## src/hdl/naive_substring_search_unit_defines.svh

```systemverilog
// assertion macros for the substring search unit
// expects clk and rst_n in the scope where the macros are used
`ifndef NAIVE_SUBSTRING_SEARCH_UNIT_DEFINES_SVH
`define NAIVE_SUBSTRING_SEARCH_UNIT_DEFINES_SVH

// same-cycle implication, checked outside reset
`define NSS_ASSERT_IMPLIES(label, ante, cons, msg) \
  label: assert property (@(posedge clk) disable iff (!rst_n) (ante) |-> (cons)) \
    else $error(msg);

// next-cycle implication, checked outside reset
`define NSS_ASSERT_NEXT(label, ante, cons, msg) \
  label: assert property (@(posedge clk) disable iff (!rst_n) (ante) |=> (cons)) \
    else $error(msg);

`endif

```

## src/hdl/nss_ram.sv

```systemverilog
// generic single-write, single-read ram with registered read data
// no dependencies
`default_nettype none

module nss_ram #(
  parameter int WIDTH = 8,
  parameter int DEPTH = 256,
  localparam int AW = (DEPTH > 1) ? $clog2(DEPTH) : 1
) (
  input  wire logic             clk,
  input  wire logic             we,
  input  wire logic [AW-1:0]    waddr,
  input  wire logic [WIDTH-1:0] wdata,
  input  wire logic             re,
  input  wire logic [AW-1:0]    raddr,
  output logic      [WIDTH-1:0] rdata
);

  logic [WIDTH-1:0] mem [DEPTH];

  always_ff @(posedge clk) begin
    if (we) begin
      mem[waddr] <= wdata;
    end
    if (re) begin
      rdata <= mem[raddr];
    end
  end

endmodule

`default_nettype wire

```

## config.mk

```make
export PLATFORM = sky130hd
export DESIGN_NAME = nss_ram
export DESIGN_NICKNAME = d
export VERILOG_FILES = /design/src/hdl/naive_substring_search_unit_defines.svh /design/src/hdl/nss_ram.sv
export SDC_FILE = /design/constraint.sdc
export NUM_CORES = 2
export LEC_CHECK = 0
export BUFFER_PORTS_ARGS = -buffer_cell sky130_fd_sc_hd__buf_2
export CAP_MARGIN = 20
export CORE_MARGIN = 2
export CORE_UTILIZATION = 35
export CTS_CLUSTER_DIAMETER = 100
export DETAILED_ROUTE_END_ITERATION = 7
export GPL_ROUTABILITY_DRIVEN = 0
export SLEW_MARGIN = 30
export SYNTH_ARGS = -nofsm -noshare
export SYNTH_HDL_FRONTEND = slang
export SYNTH_SLANG_ARGS = --single-unit
```

## constraint.sdc

```tcl
create_clock -name clk -period 8.1 [get_ports clk]
set_input_delay 1.62 -clock clk [delete_from_list [all_inputs] [get_ports clk]]
set_output_delay 1.62 -clock clk [all_outputs]
set_load 0.005 [all_outputs]
```

==> impl_metrics.json <==
{
  "cp_max_fo": 51,
  "finalCriticalPeriod_ns": 4.72,
  "cp_data_required_time_ns": 8.63,
  "finClkSkew_ns": 0.0384,
  "postSynthAreaPerCell_um2": 21.3,
  "synth.area.top_cells": "edfxtp_1, mux4_2, mux2i_1, nor2_1, a22oi_1",
  "clock.fmax_mhz": 212,
  "die_w_um": 481,
  "antenna_found_initial": 11,
  "ff2ff_setup_slack_ns": 5.03,
  "p_leak_uw": 0.0271,
  "hold_viol_final": 0,
  "drive_above_1_share_pct": 22.7,
  "grt_pass1_vias": 38900,
  "synth_top_area_cell": "edfxtp_1",
  "final_cell_mix": "edfxtp_1, mux4_2, nor2_1",
  "dp_slack_ns": 2.48,
  "mostFrequentLayoutCell": "edfxtp_1",
  "path_class": "in -> reg",
  "synth_cell_types": 54,
  "hp-class": "reg -> reg",
  "dp_hpwl_mm": 122,
  "cts-root-buf": "clkbuf_16",
  "cts.repair.resized": 0,
  "post_cts_buffers": 0,
  "crit_path_start_kind": "primary input",
  "hold_depth": 6,
  "crit_slowest_cell": "a221oi_1",
  "post-route-period-util_pct": 58.3,
  "globalRouteTotalUtil_pct": 17.3,
  "cts_buffer_depth": 3,
  "slew_headroom_pct": 30.2,
  "clk_pin_slew_ns": 0.06,
  "synth.top_cell.area_share_pct": 77.5,
  "clk_latency_ns": 0.84,
  "setup_viol": 0,
  "end_kind": "register",
  "grtUsageMet3_pct": 3.02,
  "synthToLayoutAreaGrowth_pct": 12.8,
  "grt.busiest_layer": "met2",
  "drv_cap": 0,
  "synth_area_mm2": 0.0796,
  "hold_end": "rdata[5]$_DFFE_PP_",
  "grt_max_degree": 166,
  "cts_sinks": 2056,
  "dr.first_iter.drc_count": 4657,
  "wirelength_mm": 202,
  "cts_tree": "built",
  "vias": 38600,
  "htreeDepth": 4,
  "r2r-end": "rdata[5]$_DFFE_PP_",
  "fin_ws_ns": 3.38,
  "use_met2_pct": 27.0,
  "core_mm2": 0.227,
  "start_util_pct": 35.1,
  "rsz0062_at_grt": "false",
  "antenna_left": 0,
  "die_area_mm2": 0.231,
  "drc": 0,
  "grt_pass1_wl_mm": 290,
  "synth_edf_count": 2056,
  "nNetsFinal": 3847,
  "r2r-start": "mem[211][5]$_DFFE_PP_",
  "rows": 175,
  "top_level_ports": 35,
  "maxSlewViolCount": 0,
  "critical_path.max_stage_delay_ns": 0.69,
  "worstPathCellList": "buf_8, buf_4, mux4_2, a22o_1, a221oi_1, o32ai_1, nor3_1, nor4_1",
  "hold_path.startpoint": "mem[32][5]$_DFFE_PP_",
  "postCtsHoldBufs": 0,
  "fin_util_pct": 39.6,
  "netlist_instances": 3733,
  "io_buffers": 34,
  "post_drt_wl_per_cell_um": 28.8,
  "synth-async-reset-ratio_pct": 0,
  "vias_per_cell": 5.50,
  "timing.setup.tns_ns": 0,
  "gr-total-overflow": 0,
  "synth_nets": 3760,
  "synth_ff_type": "edfxtp_1",
  "tightest_slew_ns": 1.04,
  "r2r_cells": 6,
  "outcome": "complete, no violations",
  "numCtsBuffers": 205,
  "ys_ff_latch": 2056,
  "arrival_ns": 5.25,
  "die_h_um": 481,
  "drt-pass1-iter-count": 7,
  "ys_seq_area_share_pct": 77.5,
  "grt_use_met1_pct": 24.5,
  "irDropWorstVdd_mv": 0.196,
  "ys_warn_count": 0,
  "power.density_mw_per_mm2": 247,
  "hold_ws_ns": 1.12
}
per-stage QoR:
stage | std cells | power, µW | area, µm²
3_5_place_dp | 6622 | 13000 | 83100
3_3_place_gp | 6619 | 13000 | 83000
2_1_floorplan | 3733 | 12500 | 79600
6_report | 7013 | 22200 | 89800
5_1_grt | 7007 | 22800 | 89800
4_1_cts | 7006 | 22300 | 89800
cells in the mapped netlist, types with 24 or more instances:
master	count
o22ai_1	28
nand2_1	33
nor2b_1	31
clkbuf_1	111
nand3_1	34
a21oi_1	96
a22oi_1	133
nor2_1	282
buf_2	31
buf_4	27
o221ai_1	46
mux4_2	454
nor4_1	24
edfxtp_1	2056
mux2i_1	134
power by group:
part           total (µW)  internal [µW]  switching, µW
logic                1040            343            695
clock network        9390           5360           4030
registers           11800          11700           19.2
critical path: cells and delay by family:
kind	cells	cell delay, ns
compound gates	3	1.16
buf+inv	2	1.11
simple gates	2	0.70
mux	1	0.57
final cells by class:
class	count	area, µm²
flip-flops and latches	2056	61700
well taps	3009	3760
fillers	20100	137000
inverters	2	7.51
repair buffers	113	1060
clock inverters	134	1270
multi-input cells	1442	16600
diodes	7	17.5
clock buffers	250	5340
registers in the layout (all words and copies together), names as in the netlist:
register and flops:
mem 2048, rdata 8
how the worst max path moves through the flow:
stage	startpoint	endpoint	cells past startpoint
2_1_floorplan	raddr[0]	rdata[2]$_DFFE_PP_	9
3_3_place_gp	raddr[0]	rdata[2]$_DFFE_PP_	7
3_5_place_dp	raddr[0]	rdata[5]$_DFFE_PP_	7
4_1_cts	raddr[0]	rdata[5]$_DFFE_PP_	7
5_1_grt	raddr[0]	rdata[5]$_DFFE_PP_	7
6_report	raddr[0]	rdata[5]$_DFFE_PP_	8
routing by layer:
| layer | routed length (µm) | vias to the layer above | share of wire, % |
|---|---|---|---|
| met5 | 12 | - | 0.0059 |
| met4 | 7010 | 2 | 3.5 |
| met3 | 15400 | 325 | 7.6 |
| met2 | 95700 | 1707 | 47 |
| met1 | 83900 | 20700 | 42 |
| li1 | - | 15900 | - |
logic make-up after synthesis:
kind of cell	after synthesis	share of synthesized area, %
AOI/OAI and AO/OA	385	3.42
DFF	2056	77.5
buffers and inverters	235	1.83
muxes	591	14.6
and+or+nand+nor	466	2.63
(Power assumes the default switching activity.)
